===== config.mk =====
export PLATFORM = sky130hd
export DESIGN_NAME = fir_filter_with_gain_unit
export DESIGN_NICKNAME = d
export VERILOG_FILES = /design/src/fgu_pkg.sv /design/src/fgu_store.sv /design/src/fir_filter_with_gain_unit.sv
export SDC_FILE = /design/constraint.sdc
export NUM_CORES = 2
export LEC_CHECK = 0
export BUFFER_PORTS_ARGS = -buffer_cell sky130_fd_sc_hd__buf_2
export CAP_MARGIN = 20
export CORE_AREA = 2 2 641 515
export CTS_CLUSTER_DIAMETER = 80
export CTS_CLUSTER_SIZE = 14
export DETAILED_ROUTE_END_ITERATION = 6
export DIE_AREA = 0 0 643 517
export HOLD_SLACK_MARGIN = 0.08
export SLEW_MARGIN = 20
export SYNTH_ARGS = -nofsm -noshare
export SYNTH_HDL_FRONTEND = slang
export SYNTH_SLANG_ARGS = --single-unit

===== constraint.sdc =====
create_clock -name i_clk -period 6.54 [get_ports i_clk]
set_clock_uncertainty 0.2 [all_clocks]
set_input_delay 0.981 -clock i_clk [delete_from_list [all_inputs] [get_ports i_clk]]
set_output_delay 0.981 -clock i_clk [all_outputs]
set_load 0.02 [all_outputs]

===== src/fgu_pkg.sv =====
// Package for the FIR filter with gain unit: field widths, defaults, codes.
// No dependencies.
`timescale 1ns / 1ps
`default_nettype none

package fgu_pkg;

    localparam int unsigned TAPS_DEF        = 32;
    localparam int unsigned SAMPLE_BITS_DEF = 24;
    localparam int unsigned COEF_FRAC_DEF   = 16;

    localparam int unsigned COEF_W    = 18;
    localparam int unsigned CIDX_W    = 5;
    localparam int unsigned GAIN_W    = 17;
    localparam int unsigned GAIN_FRAC = 16;

    localparam logic [GAIN_W-1:0] GAIN_RST = 17'd65536;

    typedef enum logic {
        CMD_FILTER = 1'b0,
        CMD_COEF   = 1'b1
    } t_cmd;

    typedef enum logic [2:0] {
        ST_IDLE,
        ST_MAC,
        ST_DRAIN,
        ST_GAIN,
        ST_OUT
    } t_state;

endpackage

`default_nettype wire


===== src/fgu_store.sv =====
// Synchronous single-port-write, single-port-read memory with registered read data.
// Per-entry valid bits make unwritten entries read as RST_VAL. Uses fgu_pkg.
`timescale 1ns / 1ps
`default_nettype none

module fgu_store #(
    parameter int unsigned             DEPTH   = fgu_pkg::TAPS_DEF,
    parameter int unsigned             WIDTH   = fgu_pkg::COEF_W,
    parameter logic [WIDTH-1:0]        RST_VAL = '0
) (
    input  wire logic                       i_clk,
    input  wire logic                       i_rst_n,
    input  wire logic                       i_wr_en,
    input  wire logic [$clog2(DEPTH)-1:0]   i_wr_addr,
    input  wire logic [WIDTH-1:0]           i_wr_data,
    input  wire logic                       i_rd_en,
    input  wire logic [$clog2(DEPTH)-1:0]   i_rd_addr,
    output logic      [WIDTH-1:0]           o_rd_data
);

    logic [WIDTH-1:0] mem [DEPTH];
    logic [WIDTH-1:0] r_rd_q;
    logic [DEPTH-1:0] r_vld;
    logic             r_rd_vld;

    always_ff @(posedge i_clk) begin
        if (i_wr_en) begin
            mem[i_wr_addr] <= i_wr_data;
        end
        if (i_rd_en) begin
            r_rd_q <= mem[i_rd_addr];
        end
    end

    always_ff @(posedge i_clk) begin
        if (!i_rst_n) begin
            r_vld    <= '0;
            r_rd_vld <= 1'b0;
        end else begin
            if (i_wr_en) begin
                r_vld[i_wr_addr] <= 1'b1;
            end
            if (i_rd_en) begin
                r_rd_vld <= r_vld[i_rd_addr];
            end
        end
    end

    assign o_rd_data = r_rd_vld ? r_rd_q : RST_VAL;

endmodule

`default_nettype wire


===== src/fir_filter_with_gain_unit.sv =====
// FIR filter with output gain. After a filter transfer the unit does one multiply-accumulate
// per tap from the delay-line and coefficient memories, then the gain step, then registers the
// result; the next input is taken after that. Coefficient writes: one per cycle while idle.
// Reset (synchronous, active low) clears at once: delay line reads zero, coefficients
// read (1 << COEF_FRAC_BITS) / TAPS, gain is unity, write position zero.
// Depends on fgu_pkg and fgu_store.
`timescale 1ns / 1ps
`default_nettype none

module fir_filter_with_gain_unit #(
    parameter int unsigned TAPS           = fgu_pkg::TAPS_DEF,
    parameter int unsigned SAMPLE_BITS    = fgu_pkg::SAMPLE_BITS_DEF,
    parameter int unsigned COEF_FRAC_BITS = fgu_pkg::COEF_FRAC_DEF,
    localparam int unsigned IN_W  = ((SAMPLE_BITS + fgu_pkg::CIDX_W + fgu_pkg::COEF_W + 7) / 8) * 8,
    localparam int unsigned OUT_W = ((SAMPLE_BITS + 7) / 8) * 8
) (
    input  wire logic                        i_clk,
    input  wire logic                        i_rst_n,
    input  wire logic                        i_cfg_wr_en,
    input  wire logic [fgu_pkg::GAIN_W-1:0]  i_cfg_wr_data,
    input  wire logic                        i_s_axis_tvalid,
    output logic                             o_s_axis_tready,
    // sample_in, coef_index, coef_value, zero pad
    input  wire logic [IN_W-1:0]             i_s_axis_tdata,
    // command
    input  wire logic                        i_s_axis_tuser,
    // block_end_in
    input  wire logic                        i_s_axis_tlast,
    output logic                             o_m_axis_tvalid,
    input  wire logic                        i_m_axis_tready,
    // sample_out, zero pad
    output logic      [OUT_W-1:0]            o_m_axis_tdata,
    // block_end_out
    output logic                             o_m_axis_tlast
);

    localparam int unsigned IDX_W  = $clog2(TAPS);
    localparam int unsigned COEF_W = fgu_pkg::COEF_W;
    localparam int unsigned GFRAC  = fgu_pkg::GAIN_FRAC;
    localparam int unsigned GAIN_W = fgu_pkg::GAIN_W;
    localparam int unsigned P_W    = SAMPLE_BITS + COEF_W;
    localparam int unsigned ACC_RAW = P_W + IDX_W;
    localparam int unsigned ACC_W  = (ACC_RAW > COEF_FRAC_BITS + GFRAC + 1) ?
                                     ACC_RAW : COEF_FRAC_BITS + GFRAC + 1;
    localparam int unsigned HI_W   = ACC_W - COEF_FRAC_BITS - GFRAC;
    localparam int unsigned HP_W   = HI_W + GAIN_W + 1;
    localparam int unsigned LP_W   = GFRAC + GAIN_W;
    localparam int unsigned Y_W    = (HP_W + 1 > SAMPLE_BITS + 1) ? HP_W + 1 : SAMPLE_BITS + 1;

    localparam logic [COEF_W-1:0]     COEF_RST = COEF_W'((64'd1 << COEF_FRAC_BITS) / TAPS);
    localparam logic signed [Y_W-1:0] Y_MAX = Y_W'((64'sd1 <<< (SAMPLE_BITS - 1)) - 64'sd1);
    localparam logic signed [Y_W-1:0] Y_MIN = Y_W'(-(64'sd1 <<< (SAMPLE_BITS - 1)));
    localparam logic [IDX_W-1:0]      LAST_IDX = IDX_W'(TAPS - 1);

    fgu_pkg::t_state r_state, n_state;

    logic [SAMPLE_BITS-1:0] s_sample;
    logic [fgu_pkg::CIDX_W-1:0] s_cidx;
    logic [COEF_W-1:0]      s_coef;
    logic                   s_xfer, s_filt_xfer, s_coef_wr;

    logic                   rd_en, gain_en, out_load, out_free, s_ready;

    logic [IDX_W-1:0]       r_wp, r_rd_ptr, r_cnt, wp_next;
    logic [GAIN_W-1:0]      r_gain;
    logic                   r_blk;
    logic                   r_rd_v, r_prod_v;
    logic signed [P_W-1:0]  r_prod;
    logic signed [ACC_W-1:0] r_acc;
    logic signed [HP_W-1:0] r_hi_prod;
    logic [LP_W-1:0]        r_lo_prod;
    logic                   r_out_valid, r_out_last;
    logic [OUT_W-1:0]       r_out_data;

    logic [SAMPLE_BITS-1:0] hist_rd;
    logic [COEF_W-1:0]      coef_rd;
    logic signed [HI_W-1:0] acc_hi;
    logic signed [Y_W-1:0]  y, y_sat;

    assign s_sample    = i_s_axis_tdata[SAMPLE_BITS-1:0];
    assign s_cidx      = i_s_axis_tdata[SAMPLE_BITS+fgu_pkg::CIDX_W-1:SAMPLE_BITS];
    assign s_coef      = i_s_axis_tdata[SAMPLE_BITS+fgu_pkg::CIDX_W+COEF_W-1:
                                        SAMPLE_BITS+fgu_pkg::CIDX_W];
    assign s_xfer      = i_s_axis_tvalid && s_ready;
    assign s_filt_xfer = s_xfer && (i_s_axis_tuser == fgu_pkg::CMD_FILTER);
    assign s_coef_wr   = s_xfer && (i_s_axis_tuser == fgu_pkg::CMD_COEF)
                         && (int'(s_cidx) < int'(TAPS));
    assign wp_next     = (r_wp == LAST_IDX) ? '0 : r_wp + 1'b1;
    assign out_free    = !r_out_valid || i_m_axis_tready;

    fgu_store #(
        .DEPTH   (TAPS),
        .WIDTH   (SAMPLE_BITS),
        .RST_VAL ('0)
    ) u_hist (
        .i_clk     (i_clk),
        .i_rst_n   (i_rst_n),
        .i_wr_en   (s_filt_xfer),
        .i_wr_addr (r_wp),
        .i_wr_data (s_sample),
        .i_rd_en   (rd_en),
        .i_rd_addr (r_rd_ptr),
        .o_rd_data (hist_rd)
    );

    fgu_store #(
        .DEPTH   (TAPS),
        .WIDTH   (COEF_W),
        .RST_VAL (COEF_RST)
    ) u_coef (
        .i_clk     (i_clk),
        .i_rst_n   (i_rst_n),
        .i_wr_en   (s_coef_wr),
        .i_wr_addr (IDX_W'(s_cidx)),
        .i_wr_data (s_coef),
        .i_rd_en   (rd_en),
        .i_rd_addr (r_cnt),
        .o_rd_data (coef_rd)
    );

    always_comb begin
        n_state = r_state;
        case (r_state)
            fgu_pkg::ST_IDLE: begin
                if (s_filt_xfer) n_state = fgu_pkg::ST_MAC;
            end
            fgu_pkg::ST_MAC: begin
                if (r_cnt == LAST_IDX) n_state = fgu_pkg::ST_DRAIN;
            end
            fgu_pkg::ST_DRAIN: begin
                if (!r_rd_v && !r_prod_v) n_state = fgu_pkg::ST_GAIN;
            end
            fgu_pkg::ST_GAIN: begin
                n_state = fgu_pkg::ST_OUT;
            end
            fgu_pkg::ST_OUT: begin
                if (out_free) n_state = fgu_pkg::ST_IDLE;
            end
            default: begin
                n_state = fgu_pkg::ST_IDLE;
            end
        endcase
    end

    always_comb begin
        s_ready  = 1'b0;
        rd_en    = 1'b0;
        gain_en  = 1'b0;
        out_load = 1'b0;
        case (r_state)
            fgu_pkg::ST_IDLE:  s_ready  = 1'b1;
            fgu_pkg::ST_MAC:   rd_en    = 1'b1;
            fgu_pkg::ST_GAIN:  gain_en  = 1'b1;
            fgu_pkg::ST_OUT:   out_load = out_free;
            default: begin
            end
        endcase
    end

    always_ff @(posedge i_clk) begin
        if (!i_rst_n) begin
            r_state     <= fgu_pkg::ST_IDLE;
            r_wp        <= '0;
            r_rd_ptr    <= '0;
            r_cnt       <= '0;
            r_gain      <= fgu_pkg::GAIN_RST;
            r_rd_v      <= 1'b0;
            r_prod_v    <= 1'b0;
            r_out_valid <= 1'b0;
        end else begin
            r_state  <= n_state;
            r_rd_v   <= rd_en;
            r_prod_v <= r_rd_v;
            if (i_cfg_wr_en) begin
                r_gain <= i_cfg_wr_data;
            end
            if (s_filt_xfer) begin
                r_wp     <= wp_next;
                r_rd_ptr <= wp_next;
                r_cnt    <= '0;
            end else if (rd_en) begin
                r_rd_ptr <= (r_rd_ptr == LAST_IDX) ? '0 : r_rd_ptr + 1'b1;
                r_cnt    <= r_cnt + 1'b1;
            end
            if (out_load) begin
                r_out_valid <= 1'b1;
            end else if (i_m_axis_tready) begin
                r_out_valid <= 1'b0;
            end
        end
    end

    // datapath
    assign acc_hi = signed'(r_acc[ACC_W-1:COEF_FRAC_BITS+GFRAC]);

    always_ff @(posedge i_clk) begin
        if (s_filt_xfer) begin
            r_blk <= i_s_axis_tlast;
        end
        if (r_rd_v) begin
            r_prod <= signed'(hist_rd) * signed'(coef_rd);
        end
        if (s_filt_xfer) begin
            r_acc <= '0;
        end else if (r_prod_v) begin
            r_acc <= r_acc + ACC_W'(r_prod);
        end
        if (gain_en) begin
            r_hi_prod <= acc_hi * signed'({1'b0, r_gain});
            r_lo_prod <= r_acc[COEF_FRAC_BITS+GFRAC-1:COEF_FRAC_BITS] * r_gain;
        end
        if (out_load) begin
            r_out_data <= OUT_W'(y_sat[SAMPLE_BITS-1:0]);
            r_out_last <= r_blk;
        end
    end

    always_comb begin
        y = Y_W'(r_hi_prod) + Y_W'(signed'({1'b0, r_lo_prod[LP_W-1:GFRAC]}));
        if (y > Y_MAX) begin
            y_sat = Y_MAX;
        end else if (y < Y_MIN) begin
            y_sat = Y_MIN;
        end else begin
            y_sat = y;
        end
    end

    assign o_s_axis_tready = s_ready;
    assign o_m_axis_tvalid = r_out_valid;
    assign o_m_axis_tdata  = r_out_data;
    assign o_m_axis_tlast  = r_out_last;

endmodule

`default_nettype wire


==> results.md <==
Outcome:
- The run finished, with violations left.
- The final reports fail on setup timing.

Logic synthesis:
- The average footprint of a synthesized cell is 13.9 sq um.
- By area the synthesized netlist is led by edfxtp_1 46%, fa_1 17%, mux4_2 10%.
- For this run, the leading register cell type out of synthesis is edfxtp_1.
- Yosys printed 0 warnings.
- The total nets after synthesis is 8332.
- The flop and latch count out of synthesis is 1655.
- The commonest cells after synthesis are 1504 x edfxtp_1, 1009 x inv_1, 828 x fa_1, 724 x nand2_1, 498 x nor2_1.
- The number of different library cells used by synthesis comes to 82.
- edfxtp_1 takes more of the synthesized area than any other cell.
- Sequential cells were found to cover 49.4% of the synthesized design area.
- The share of synthesized registers carrying an async set or reset is 0%.
- The number of instances in the synthesized netlist is around 7000.
- The top cell type by area accounts for 46.3% of the synthesized area.
- After synthesis the cells add up to a little under 100000 sq um.
- The number of flops mapped to enable cells by yosys is approximately 1500.
- In the post-synthesis netlist, the cell with the most instances is edfxtp_1.

Timing:
- In the post-route analysis, the smallest setup slack over all paths is -291 ps.
- The number of failing hold endpoints at the final stage is 0.
- The max-slew headroom at the worst pin is around 22%.
- The total count of max-transition violations in the final report is 0.
- After layout, the worst path uses 104% of the clock period.
- Setup repair after global routing could not meet its margin everywhere.
- Derived from the worst setup path, the maximum achievable clock frequency is approximately 150 MHz.
- After layout, the minimum clock period comes to 6830 ps.
- Setup violations remaining at the end of the flow were counted as 20.
- For the pin with the worst max-slew slack, the measured transition is ~1200 ps.

Routing:
- The count of unresolved DRC violations after routing is 0.
- The count of TritonRoute iterations in the first routing pass is 6.
- The detailed-route vias per instance is 4.71.
- The detailed-route via count is 56636.
- The average wire per cell in the routed design is 20.4 um.
- The DRC marker count from the first detailed-route iteration is 4880.
- Wires add up to ~250 mm.
- Once detail routing completed, the nets flagged for antenna violations numbered 0.

GRT:
- Global routing finished with a remaining overflow of 0.
- The number of antenna violations at the first check in global routing is 24.
- The global-route wire length before repair is 371 mm.
- The via count of the first global-routing pass came to 59031.
- Entering global routing, the biggest net connects 156 pins.
- The total routing usage reported by global routing is 14.6%.

Floorplanning:
- The initialized floorplan defines 188 standard-cell rows.
- The core region is 326000 sq um.
- During I/O placement, the number of pins put on the boundary was 99.
- The starting utilization of the core area is 29.9%.
- The total die area is 332000 sq um.
- The die extent in x is 643 um.
- In this run the vertical extent of the chip is 517 um.

Placement:
- The placed instance area is between 100000 and 150000 sq um.
- The routability-driven placement congestion ratio is 0.892.
- The detailed-placement wirelength estimate is 171 mm.
- The total of buffers placed on input and output ports is 97.
- The post-place setup slack is -760 ps.

Power and ir drop:
- The total power divided by cell area is 204 nW/um^2.
- The worst supply voltage drop on vdd is roughly 0.00019 V.
- The analysis attributes to cell leakage a power of 0.0429 uW.
- The total power of the final layout is roughly 23000 uW.

Final layout:
- The area growth from synthesis to layout is 16.8%.
- The fraction of final layout cells with drive strength greater than 1 is a little under a quarter.
- The total non-filler cell area in the finished layout is 114000 sq um.
- The utilization after layout is approximately a third.
- The final layout contains 8895 nets.

Worst setup path:
- The setup check on the worst reg-to-reg path leaves a slack of -290 ps.
- The worst setup path is of the register to register kind.
- STA classifies the critical path endpoint as a register.
- The critical path contains buffers and inverters numbering 8 combined.
- Along the worst path, the maximum fanout reaches 3.
- The signal arrival time at the worst endpoint is about 7300 ps.
- The largest stage delay on the critical path is 560 ps.
- STA classifies the critical path startpoint as a register.
- Data on the critical path is required at its endpoint by ~7000 ps.
- On the critical path, the stage with the largest delay is an instance of fa_2.
- The family with the most delay on the worst path is adder cells.

Job:
- Across the run, the number of max-cap violations was 0.

CTS:
- For this design, the sink count on the clock tree is between 1500 and 2000.
- The number of clock buffers inserted by TritonCTS is 152.
- The longest clock path from root to sink contains 4 buffers.
- After clock tree synthesis, the flow added hold-fix buffers numbering 0.
- The H-tree was split into 4 levels.
- The clock tree from TritonCTS is yes.
- The clock network latency to the later pin of the worst-skew pair is 830 ps.
- The clock root buffer is clkbuf_16.
- Clock-pin slew was measured on the worst setup and hold paths at roughly 70 ps.

Min path:
- The path category of the worst min-delay check is input pin to register.
-- power breakdown --
part           switching (uW)  internal [uW]  total (uW)
Sequential                145          11700       11800
Clock                    3820           4340        8170
Combinational            1820           1500        3310
-- cell families after synthesis --
| logic type | after synthesis | share of synthesized area [%] |
|---|---|---|
| adder cells (fa/ha/maj) | 1223 | 22.1 |
| XOR/XNOR | 159 | 1.44 |
| buffers and inverters | 1337 | 5.19 |
| multiplexers | 540 | 11.2 |
| AND/OR/NAND/NOR | 1668 | 7.56 |
| AO/OA/AOI/OAI | 455 | 3.10 |
| flip-flops | 1655 | 49.4 |
-- routing by layer --
| metal | vias to the layer above | wire length (um) | track usage (%) |
|---|---|---|---|
| met5 | - | 27 | 0 |
| met4 | 4 | 4630 | 2.97 |
| met3 | 300 | 16100 | 2.54 |
| met2 | 1649 | 112000 | 23.2 |
| met1 | 29469 | 113000 | 21.0 |
| li1 | 25214 | - | - |
-- flip-flops by register name (all words and copies together) (netlist names), 24 cells and up --
signal	count
r_hi_prod	33
r_acc	47
u_hist.r_vld	32
u_coef.r_vld	32
o_m_axis_tdata	24
u_coef.mem	576
u_hist.mem	768
u_hist.r_rd_q	24
r_prod	42
-- cells in the final DEF (no fill, tap or decap), drive strengths merged, types with 10 or more instances in the layout --
cell type  count
fa           828
ha           395
xor2          46
buf          732
o21ai         67
nor2         498
nand3b        12
mux2i         55
nand2b        36
nand2        724
a211oi        17
nor2b         28
a31oi         16
o21a          25
edfxtp      1504
xnor2        113
dfxtp        151
clkbuf       194
a21oi        141
a21o          85
and2         234
nand4         20
and3          26
nand3         29
mux2          45
mux4         440
o21bai        26
inv         1022
nor3          24
o31ai         10
-- stage by stage --
stage / TNS [ps] / std cells / hold WS, ps
2_1_floorplan: -33.2 / 7037 / 200
3_3_place_gp: -15330 / 11759 / 204
3_5_place_dp: -16710 / 11759 / 205
4_1_cts: -3660 / 12002 / 100
5_1_grt: -8460 / 12029 / 136
6_report: -2590 / 12031 / 196
-- repair_timing --
item	in CTS	in global routing
gates cloned	3	1
gates resized for setup	207	183
pin swaps	86	132
endpoints found under the setup margin	44	39
setup buffers	30	36
-- area by class of cell --
cell class	count	area, sq um
Clock buffer	193	4050
Sequential cell	1655	48300
Fill cell	31505	213000
Antenna cell	2	5.00
Inverter	1011	3800
Multi-Input combinational cell	4045	45800
Clock inverter	20	176
Timing Repair Buffer	735	6290
Tap cell	4370	5470
-- worst reg2reg max path, stage by stage (launching register included) --
cell and delay [ps]:
edfxtp_1 420, buf_6 150, nand2_8 70, nor2_4 50, fa_1 550, inv_2 40, fa_1 550, inv_2 40
fa_1 520, inv_2 50, fa_1 520, inv_1 50, fa_1 480, inv_2 40, fa_2 570, inv_2 60
ha_4 280, and4_4 210, o21a_1 140, o31ai_2 100, a21oi_2 200, a41o_2 270, buf_6 120, a21oi_1 60
o21bai_1 210, a211oi_2 120, or4b_4 520, nand3_1 80
-- worst paths after layout --
| kind | start | endpoint | depth (start not counted) |
|---|---|---|---|
| max | u_coef.r_rd_q[3] | r_prod[27] | 27 |
| min | i_cfg_wr_data[1] | r_gain[1] | 3 |
| max reg2reg | u_coef.r_rd_q[3] | r_prod[27] | 27 |
| min reg2reg | r_blk | o_m_axis_tlast | 0 |
(Power assumes the default switching activity.)
